### config.mk
export PLATFORM = sky130hd
export DESIGN_NAME = service_registry_aging_table_flat
export DESIGN_NICKNAME = d
export VERILOG_FILES = /design/src/design/srat_pkg.sv /design/src/design/srat_req_if.sv /design/src/design/srat_rsp_if.sv /design/src/design/srat_ram.sv /design/src/design/service_registry_aging_table.sv /design/src/flat_wrapper.sv
export VERILOG_INCLUDE_DIRS = /design/src /design/src/design
export SDC_FILE = /design/constraint.sdc
export NUM_CORES = 2
export LEC_CHECK = 0
export BUFFER_PORTS_ARGS = -buffer_cell sky130_fd_sc_hd__buf_2
export CORE_ASPECT_RATIO = 0.9
export CORE_MARGIN = 10
export CORE_UTILIZATION = 30
export CTS_BUF_LIST = sky130_fd_sc_hd__clkbuf_8
export DETAILED_ROUTE_END_ITERATION = 8
export SLEW_MARGIN = 10
export SYNTH_ARGS = -nofsm -noshare
export SYNTH_HDL_FRONTEND = slang
export SYNTH_SLANG_ARGS = --single-unit
### constraint.sdc
create_clock -name clk_i -period 13.8 [get_ports clk_i]
set_clock_uncertainty 0.05 [all_clocks]
set_input_delay 3.45 -clock clk_i [delete_from_list [all_inputs] [get_ports clk_i]]
set_output_delay 3.45 -clock clk_i [all_outputs]
set_load 0.02 [all_outputs]
### src/design/service_registry_aging_table_macros.svh
// assertion macros for the service registry aging table
`ifndef SERVICE_REGISTRY_AGING_TABLE_MACROS_SVH
`define SERVICE_REGISTRY_AGING_TABLE_MACROS_SVH

// same-cycle implication, checked while out of reset
`define SRAT_ASSERT_NOW(lbl, ante, cons, msg) \
  lbl: assert property (@(posedge clk_i) disable iff (!rst_ni) (ante) |-> (cons)) \
    else $error(msg);

// next-cycle implication, checked while out of reset
`define SRAT_ASSERT_NEXT(lbl, ante, cons, msg) \
  lbl: assert property (@(posedge clk_i) disable iff (!rst_ni) (ante) |=> (cons)) \
    else $error(msg);

`endif

### src/design/srat_pkg.sv
// shared constants for the service registry aging table
package srat_pkg;

  localparam int unsigned DefEntries  = 16;
  localparam logic [15:0] DefLifetime = 16'd600;

  localparam logic [1:0] FN_LOCAL  = 2'd0;
  localparam logic [1:0] FN_REMOTE = 2'd1;
  localparam logic [1:0] FN_LOOKUP = 2'd2;
  localparam logic [1:0] FN_TICK   = 2'd3;

  localparam logic [2:0] ST_ADDED     = 3'd0;
  localparam logic [2:0] ST_REFRESHED = 3'd1;
  localparam logic [2:0] ST_UNCHANGED = 3'd2;
  localparam logic [2:0] ST_FULL      = 3'd3;
  localparam logic [2:0] ST_FOUND     = 3'd4;
  localparam logic [2:0] ST_NOT_FOUND = 3'd5;
  localparam logic [2:0] ST_TICK      = 3'd6;

  // per-entry metadata kept in the table memory
  typedef struct packed {
    logic        is_local;
    logic [7:0]  service;
    logic [7:0]  seqno;
    logic [15:0] life;
  } meta_t;

  localparam int unsigned MetaW = $bits(meta_t);

endpackage

### src/design/srat_req_if.sv
// request channel: one registry operation
interface srat_req_if;
  logic        valid;
  logic        ready;
  logic [1:0]  func;
  logic [7:0]  service_id;
  logic [63:0] addr_high;
  logic [63:0] addr_low;
  logic [7:0]  record_seqno;

  modport source (output valid, func, service_id, addr_high, addr_low, record_seqno,
                  input ready);
  modport sink (input valid, func, service_id, addr_high, addr_low, record_seqno,
                output ready);
endinterface

### src/design/srat_rsp_if.sv
// response channel: status and found address
interface srat_rsp_if;
  logic        valid;
  logic        ready;
  logic [2:0]  status;
  logic [63:0] found_addr_high;
  logic [63:0] found_addr_low;

  modport source (output valid, status, found_addr_high, found_addr_low, input ready);
  modport sink (input valid, status, found_addr_high, found_addr_low, output ready);
endinterface

### src/design/srat_ram.sv
// generic single-write, single-read ram with registered read
module srat_ram #(
  parameter int unsigned Width = 8,
  parameter int unsigned Depth = 16
) (
  input  logic                     clk_i,
  input  logic                     we_i,
  input  logic [$clog2(Depth)-1:0] waddr_i,
  input  logic [Width-1:0]         wdata_i,
  input  logic                     re_i,
  input  logic [$clog2(Depth)-1:0] raddr_i,
  output logic [Width-1:0]         rdata_o
);
  logic [Width-1:0] mem_q [Depth];
  logic [Width-1:0] rdata_q;

  always_ff @(posedge clk_i) begin
    if (we_i) begin
      mem_q[waddr_i] <= wdata_i;
    end
    if (re_i) begin
      rdata_q <= mem_q[raddr_i];
    end
  end

  assign rdata_o = rdata_q;
endmodule

### src/design/service_registry_aging_table.sv
// service registry aging table: top level
//
//  channel | dir | handshake   | carries
//  --------+-----+-------------+------------------------------------------------
//  req_i   | in  | valid/ready | func, service_id, addr_high/low, record_seqno
//  rsp_o   | out | valid/ready | status, found_addr_high/low
//  cfg     | in  | write only  | lifetime_ticks
//
// every request scans the metadata memory once, one entry a cycle, then passes through
// act and done, whatever the function; done loads the result into the output register
// and returns to idle, where the next request is taken
// the scan and the single metadata read port set the pace of requests
// reset clears the used bits held in flops; memories need no clearing pass
// a new request is taken only when idle; a result waits in the output register
// until taken and the next request may enter meanwhile
module service_registry_aging_table #(
  parameter int unsigned ENTRIES = srat_pkg::DefEntries
) (
  input  logic        clk_i,
  input  logic        rst_ni,
  input  logic        cfg_we_i,
  input  logic [15:0] cfg_wdata_i,
  srat_req_if.sink    req_i,
  srat_rsp_if.source  rsp_o
);
  `include "service_registry_aging_table_macros.svh"

  localparam int unsigned IW = $clog2(ENTRIES);
  localparam int unsigned CW = $clog2(ENTRIES + 1);

  typedef enum logic [2:0] {S_IDLE, S_SCAN, S_ACT, S_DONE} state_e;

  state_e              state_q;
  logic [15:0]         life_cfg_q;
  logic [ENTRIES-1:0]  used_q, used_d;

  // captured request
  logic [1:0]   func_q;
  logic [7:0]   id_q;
  logic [63:0]  ahi_q, alo_q;
  logic [7:0]   rseq_q;

  // scan bookkeeping
  logic [CW-1:0] cnt_q;
  logic          pv_q;          // metadata read data valid this cycle
  logic [IW-1:0] pidx_q;        // entry whose data is on the read port
  logic          hit_q, free_q;
  logic [IW-1:0] hit_idx_q, free_idx_q;
  logic [7:0]    hit_seq_q;
  logic          found_q;

  // output register
  logic          ovld_q;
  logic [2:0]    ostat_q, res_d;
  logic [63:0]   ohi_q, olo_q;

  // memory ports
  logic                 m_we, m_re, a_we, a_re;
  logic [IW-1:0]        m_waddr, m_raddr, a_raddr;
  srat_pkg::meta_t      m_wdata, m_rdata;
  logic [127:0]         a_rdata;

  srat_ram #(.Width(srat_pkg::MetaW), .Depth(ENTRIES)) u_meta_ram (
    .clk_i  (clk_i),
    .we_i   (m_we),
    .waddr_i(m_waddr),
    .wdata_i(m_wdata),
    .re_i   (m_re),
    .raddr_i(m_raddr),
    .rdata_o(m_rdata)
  );

  srat_ram #(.Width(128), .Depth(ENTRIES)) u_addr_ram (
    .clk_i  (clk_i),
    .we_i   (a_we),
    .waddr_i(free_idx_q),
    .wdata_i({ahi_q, alo_q}),
    .re_i   (a_re),
    .raddr_i(a_raddr),
    .rdata_o(a_rdata)
  );

  logic        req_fire, scan_issue, last_done, p_used, p_match, want_local;
  logic [15:0] life_dec, half_life;
  logic [7:0]  seq_diff;

  assign req_i.ready = (state_q == S_IDLE);
  assign req_fire    = req_i.valid && req_i.ready;
  assign scan_issue  = (state_q == S_SCAN) && (cnt_q != CW'(ENTRIES));
  assign last_done   = (state_q == S_SCAN) && !scan_issue;
  assign half_life   = {1'b0, life_cfg_q[15:1]};
  assign want_local  = (func_q == srat_pkg::FN_LOCAL);
  assign p_used      = used_q[pidx_q];
  assign p_match     = p_used && (m_rdata.is_local == want_local) &&
                       (m_rdata.service == id_q);
  assign life_dec    = (m_rdata.life == 16'd0) ? 16'd0 : m_rdata.life - 16'd1;
  assign seq_diff    = hit_seq_q - rseq_q;

  assign m_re    = scan_issue;
  assign m_raddr = cnt_q[IW-1:0];

  // write side and address read: aging during the scan, allocation, refresh or lookup read afterwards
  always_comb begin
    m_we    = 1'b0;
    m_waddr = pidx_q;
    m_wdata = m_rdata;
    a_we    = 1'b0;
    a_re    = 1'b0;
    a_raddr = hit_idx_q;
    used_d  = used_q;
    res_d   = srat_pkg::ST_TICK;
    if (state_q == S_SCAN && pv_q && func_q == srat_pkg::FN_TICK && p_used) begin
      m_we = 1'b1;
      m_wdata.life = life_dec;
      if (life_dec == 16'd0) begin
        if (m_rdata.is_local) begin
          m_wdata.seqno = m_rdata.seqno + 8'd1;
          m_wdata.life  = half_life;
        end else begin
          used_d[pidx_q] = 1'b0;
        end
      end
    end
    if (state_q == S_ACT) begin
      unique case (func_q)
        srat_pkg::FN_LOCAL, srat_pkg::FN_REMOTE: begin
          if (hit_q && want_local) begin
            res_d = srat_pkg::ST_UNCHANGED;
          end else if (hit_q) begin
            if (seq_diff[7]) begin
              res_d   = srat_pkg::ST_REFRESHED;
              m_we    = 1'b1;
              m_waddr = hit_idx_q;
              m_wdata = '{is_local: 1'b0, service: id_q, seqno: rseq_q, life: life_cfg_q};
            end else begin
              res_d = srat_pkg::ST_UNCHANGED;
            end
          end else if (free_q) begin
            res_d   = srat_pkg::ST_ADDED;
            m_we    = 1'b1;
            a_we    = 1'b1;
            m_waddr = free_idx_q;
            m_wdata = '{is_local: want_local, service: id_q, seqno: 8'd1,
                        life: want_local ? half_life : life_cfg_q};
            used_d[free_idx_q] = 1'b1;
          end else begin
            res_d = srat_pkg::ST_FULL;
          end
        end
        srat_pkg::FN_LOOKUP: begin
          a_re  = hit_q;
          res_d = hit_q ? srat_pkg::ST_FOUND : srat_pkg::ST_NOT_FOUND;
        end
        default: res_d = srat_pkg::ST_TICK;
      endcase
    end
  end

  logic [2:0] res_q;

  always_ff @(posedge clk_i or negedge rst_ni) begin
    if (!rst_ni) begin
      state_q    <= S_IDLE;
      life_cfg_q <= srat_pkg::DefLifetime;
      used_q     <= '0;
      cnt_q      <= '0;
      pv_q       <= 1'b0;
      hit_q      <= 1'b0;
      free_q     <= 1'b0;
      found_q    <= 1'b0;
      ovld_q     <= 1'b0;
      res_q      <= srat_pkg::ST_TICK;
    end else begin
      if (cfg_we_i) begin
        life_cfg_q <= cfg_wdata_i;
      end
      used_q <= used_d;
      // in done the output register is only ever loaded, never emptied
      if (rsp_o.ready && state_q != S_DONE) begin
        ovld_q <= 1'b0;
      end
      pv_q   <= scan_issue;
      pidx_q <= cnt_q[IW-1:0];
      if (scan_issue) begin
        cnt_q <= cnt_q + CW'(1);
      end
      unique case (state_q)
        S_IDLE: begin
          if (req_fire) begin
            func_q  <= req_i.func;
            id_q    <= req_i.service_id;
            ahi_q   <= req_i.addr_high;
            alo_q   <= req_i.addr_low;
            rseq_q  <= req_i.record_seqno;
            cnt_q   <= '0;
            hit_q   <= 1'b0;
            free_q  <= 1'b0;
            state_q <= S_SCAN;
          end
        end
        S_SCAN: begin
          if (pv_q) begin
            if (p_match && !hit_q) begin
              hit_q     <= 1'b1;
              hit_idx_q <= pidx_q;
              hit_seq_q <= m_rdata.seqno;
            end
            if (!p_used && !free_q) begin
              free_q     <= 1'b1;
              free_idx_q <= pidx_q;
            end
          end
          if (last_done && !pv_q) begin
            state_q <= S_ACT;
          end
        end
        S_ACT: begin
          res_q   <= res_d;
          found_q <= (res_d == srat_pkg::ST_FOUND);
          state_q <= S_DONE;
        end
        S_DONE: begin
          if (!ovld_q || rsp_o.ready) begin
            ovld_q  <= 1'b1;
            ostat_q <= res_q;
            ohi_q   <= found_q ? a_rdata[127:64] : 64'd0;
            olo_q   <= found_q ? a_rdata[63:0] : 64'd0;
            state_q <= S_IDLE;
          end
        end
        default: state_q <= S_IDLE;
      endcase
    end
  end

  assign rsp_o.valid           = ovld_q;
  assign rsp_o.status          = ostat_q;
  assign rsp_o.found_addr_high = ohi_q;
  assign rsp_o.found_addr_low  = olo_q;

  `SRAT_ASSERT_NEXT(a_fire_scan, req_fire, state_q == S_SCAN, "request did not start scan")
  `SRAT_ASSERT_NOW(a_no_rw_clash, m_we && m_re, m_waddr != m_raddr, "meta ram read/write clash")
  `SRAT_ASSERT_NOW(a_stat_range, ovld_q, ostat_q <= srat_pkg::ST_TICK, "status out of range")
  `SRAT_ASSERT_NOW(a_act_no_read, state_q == S_ACT, !m_re, "scan read outside scan")
endmodule

### src/flat_wrapper.sv
// flat-port wrapper written by rule: the top's interface ports become plain ports
module service_registry_aging_table_flat 
#(
  parameter int unsigned ENTRIES = srat_pkg::DefEntries
)
  (clk_i, rst_ni, cfg_we_i, cfg_wdata_i, req_i_valid, req_i_func, req_i_service_id, req_i_addr_high, req_i_addr_low, req_i_record_seqno, req_i_ready, rsp_o_valid, rsp_o_status, rsp_o_found_addr_high, rsp_o_found_addr_low, rsp_o_ready);
  srat_req_if req_i_i ();
  srat_rsp_if rsp_o_i ();
  input  logic clk_i;
  input  logic rst_ni;
  input  logic cfg_we_i;
  input  logic [15:0] cfg_wdata_i;
  input wire logic [$bits(req_i_i.valid)-1:0] req_i_valid;
  input wire logic [$bits(req_i_i.func)-1:0] req_i_func;
  input wire logic [$bits(req_i_i.service_id)-1:0] req_i_service_id;
  input wire logic [$bits(req_i_i.addr_high)-1:0] req_i_addr_high;
  input wire logic [$bits(req_i_i.addr_low)-1:0] req_i_addr_low;
  input wire logic [$bits(req_i_i.record_seqno)-1:0] req_i_record_seqno;
  output wire logic [$bits(req_i_i.ready)-1:0] req_i_ready;
  output wire logic [$bits(rsp_o_i.valid)-1:0] rsp_o_valid;
  output wire logic [$bits(rsp_o_i.status)-1:0] rsp_o_status;
  output wire logic [$bits(rsp_o_i.found_addr_high)-1:0] rsp_o_found_addr_high;
  output wire logic [$bits(rsp_o_i.found_addr_low)-1:0] rsp_o_found_addr_low;
  input wire logic [$bits(rsp_o_i.ready)-1:0] rsp_o_ready;
  assign req_i_i.valid = req_i_valid;
  assign req_i_i.func = req_i_func;
  assign req_i_i.service_id = req_i_service_id;
  assign req_i_i.addr_high = req_i_addr_high;
  assign req_i_i.addr_low = req_i_addr_low;
  assign req_i_i.record_seqno = req_i_record_seqno;
  assign req_i_ready = req_i_i.ready;
  assign rsp_o_valid = rsp_o_i.valid;
  assign rsp_o_status = rsp_o_i.status;
  assign rsp_o_found_addr_high = rsp_o_i.found_addr_high;
  assign rsp_o_found_addr_low = rsp_o_i.found_addr_low;
  assign rsp_o_i.ready = rsp_o_ready;
  service_registry_aging_table #(.ENTRIES(ENTRIES)) u_core (.clk_i(clk_i), .rst_ni(rst_ni), .cfg_we_i(cfg_we_i), .cfg_wdata_i(cfg_wdata_i), .req_i(req_i_i), .rsp_o(rsp_o_i));
endmodule
==> impl_metrics.py <==
metrics = {
    "status": {
        "outcome": "complete, no violations",
    },
    "power": {
        "ir_drop_uv": 176,
        "p_per_area_nw_per_um2": 150,
        "p_leak_nw": 41.3,
    },
    "cts": {
        "clockBufferDepth": 4,
        "clk_pin_slew_worst_paths_ns": 0.06,
        "cts_buffers": 479,
        "cts_tree": "yes",
        "clock_sinks": 3081,
        "clock_latency_ns": 1.12,
        "postCtsSetupRepairBufs": 0,
        "root_buffer": "clkbuf_8",
        "h-tree-depth": 5,
        "cts_hold_buffers": 0,
        "post_cts_resized": 0,
    },
    "grt": {
        "first_global_vias": 55700,
        "grt_first_pass_wirelength_um": 401000,
        "grt_max_degree": 131,
        "overflow": 0,
        "grt_use_total": 0.133,
        "antenna_found_initial": 23,
    },
    "placement": {
        "gp_congestion": 0.783,
        "numPortBuffers": 299,
        "place_hpwl_um": 144000,
    },
    "route": {
        "drt-pass1-iter-count": 6,
        "wl_per_cell_um": 25.9,
        "ant_nets": 0,
        "drt_first_iter_violations": 5798,
        "vias": 52200,
        "wl_um": 281000,
        "viasPerCell": 4.81,
        "drc": 0,
    },
    "timing": {
        "min_period_ns": 5.64,
        "setup_tns_ns": 0,
        "setup_viol": 0,
        "rsz0062_at_grt": "false",
        "drv_slew": 0,
        "holdWs_ns": 0.388,
        "max_slew_margin": 0.166,
        "max_freq_mhz": 177,
        "period_share": 0.409,
        "hold_viol": 0,
        "worstMarginPinSlew_ns": 1.25,
    },
    "floorplanning": {
        "pin_count": 300,
        "num_rows": 215,
        "die_h_um": 607,
        "start_util": 0.301,
        "core_um2": 381000,
        "die_w_um": 673,
        "design.die.area_um2": 408000,
    },
    "critical_path": {
        "crit_type": "register to output port",
        "startpoint_type": "register",
        "slowest_stage": "dfrtp_1",
        "cp.required_ns": 10.30,
        "cpPeakStageDelay_ns": 0.40,
        "critPathArrivalTime_ns": 2.14,
        "critPathCaptureType": "output port",
        "path_cells": "inv_1 > ha_1 > buf_2",
        "crit_fanout": 6,
    },
    "yosys": {
        "yosysWarningCount": 0,
        "netlist_area_um2": 115000,
        "synth_common_cells": "edfxtp_1, mux4_2, clkbuf_1",
        "synthesis.nets": 4848,
        "ys_types": 65,
        "async_reset_ff_frac": 0.0153,
        "synth_edf_count": 3034,
        "syn_avg_cell_area_um2": 24.6,
        "synth-seq-cells": 3081,
        "synthCells": 4667,
        "yosys.cell_count.top_type": "edfxtp_1",
        "synthTopCellsByArea": "edfxtp_1, mux4_2, dfrtp_1",
        "yosysTopAreaCell": "edfxtp_1",
        "synth.top_cell.area_share": 0.792,
        "ys.flop_type": "edfxtp_1",
        "yosysSeqAreaShare": 0.803,
    },
    "finish": {
        "drive_gt1_frac": 0.333,
        "area_growth_pct": 15.1,
        "fillers": 35200,
        "nNetsFinal": 5541,
    },
    "flow_run": {
        "cap_violations": 0,
    },
    "worst_hold_path": {
        "hold_path_class": "register to register",
    },
}
-- registers in the layout (all words and copies together), names as in the netlist, 2 cells and up --
signal	cells
u_core.func_q	2
u_core.u_addr_ram.rdata_o	128
u_core.res_q	3
u_core.u_addr_ram.mem_q	2048
u_core.rsp_o.found_addr_high	64
u_core.cnt_q	5
u_core.state_q	2
u_core.rseq_q	8
u_core.life_cfg_q	16
u_core.u_meta_ram.mem_q	528
u_core.alo_q	64
u_core.pidx_q	4
u_core.free_idx_q	4
u_core.a_raddr	4
u_core.rsp_o.found_addr_low	64
u_core.used_q	16
u_core.hit_seq_q	8
u_core.rsp_o.status	3
u_core.ahi_q	64
u_core.u_meta_ram.rdata_o	33
u_core.id_q	8
-- worst max-delay path: cells and delay by family, from the launching register on --
| family | cells | cell delay (ns) |
|---|---|---|
| adder cells (fa/ha/maj) | 1 | 0.28 |
| buffers and inverters | 2 | 0.41 |
| flip-flops | 1 | 0.40 |
-- per-stage QoR --
stage / setup slack, ns / cell area [um^2] / total power, mW / utilization / cells
floorplan: 6.14 / 115000 / 12.3 / - / 4667
global placement: 7.39 / 123000 / 12.9 / 0.323 / 9975
detailed placement: 7.28 / 123000 / 13.0 / 0.323 / 9975
CTS: 8.00 / 132000 / 20.1 / 0.347 / 10800
global route: 7.97 / 132000 / 20.7 / 0.347 / 10900
finish: 8.16 / 132000 / 19.9 / 0.347 / 10900
-- cell usage in the layout (no fill, tap or decap), drive strengths merged, types with 7 or more instances in the layout --
cell type | netlist | layout
edfxtp | 3034 | 3034
mux4 | 809 | 809
clkbuf | 156 | 489
buf | 65 | 433
clkinv | 0 | 198
inv | 21 | 188
and2 | 138 | 138
nor2 | 59 | 59
dfrtp | 41 | 41
o21ai | 39 | 39
nand2 | 36 | 36
mux2 | 28 | 28
nor3 | 27 | 27
xor2 | 18 | 18
a21oi | 15 | 15
o41ai | 15 | 15
ha | 14 | 14
nand3 | 12 | 12
nand4 | 11 | 11
o22ai | 11 | 11
bufinv | 0 | 10
diode | 0 | 8
nand2b | 8 | 8
o211ai | 8 | 8
a22oi | 7 | 7
-- cell families after synthesis --
group	Yosys count	share of synthesized area
muxes	842	0.162
buffers and inverters	242	0.00800
and+or+nand+nor	322	0.0154
adders and majority gates	14	0.00152
DFF	3081	0.803
AOI/OAI and AO/OA	142	0.00884
xor gates and xnor gates	24	0.00183
-- power by group --
part	internal, mW	leakage (nW)	switching (mW)
combinational	0.605	8.29	0.933
sequential	10.9	27.9	0.332
clock	3.51	5.06	3.61
total	15.0	41.3	4.87
-- routing by layer --
metal | part of all wire | up-vias | track usage
li1 | - | 21500 | -
met1 | 0.42 | 28100 | 0.181
met2 | 0.49 | 2096 | 0.218
met3 | 0.071 | 471 | 0.0270
met4 | 0.024 | 6 | 0.0360
met5 | 0.00014 | - | 0
-- layout make-up --
| cell class | count | area (um^2) | share of cell area |
|---|---|---|---|
| multi-input cells | 1344 | 22000 | 0.167 |
| flip-flops and latches | 3081 | 92300 | 0.698 |
| clock buffers | 489 | 6730 | 0.0509 |
| inverters | 21 | 78.8 | 0.000596 |
| repair buffers | 433 | 2610 | 0.0197 |
| well taps | 5099 | 6380 | 0.0482 |
| clock inverters | 380 | 2110 | 0.0160 |
| diodes | 8 | 20.0 | 0.000151 |
-- path summary, 6_finish.rpt --
path | from | end | slack [ns] | cells after the start
worst max-delay path | u_core.state_q[0]$_DFFE_PN0P_ | req_i_ready | 8.16 | 3
worst min-delay path | u_core.u_addr_ram.rdata_o[91]$_DFFE_PP_ | u_core.rsp_o.found_addr_high[27]$_SDFFCE_PN0P_ | 0.39 | 1
worst max register to register | u_core.state_q[0]$_DFFE_PN0P_ | u_core.u_addr_ram.mem_q[8][117]$_DFFE_PP_ | 8.83 | 9
worst min register to register | u_core.u_addr_ram.rdata_o[91]$_DFFE_PP_ | u_core.rsp_o.found_addr_high[27]$_SDFFCE_PN0P_ | 0.39 | 1
max in group asynchronous | rst_ni | u_core.found_q$_DFFE_PN0P_ | 10.45 | 2
min in group asynchronous | rst_ni | u_core.life_cfg_q[2]$_DFFE_PN0P_ | 2.23 | 1
(Power assumes the default switching activity.)
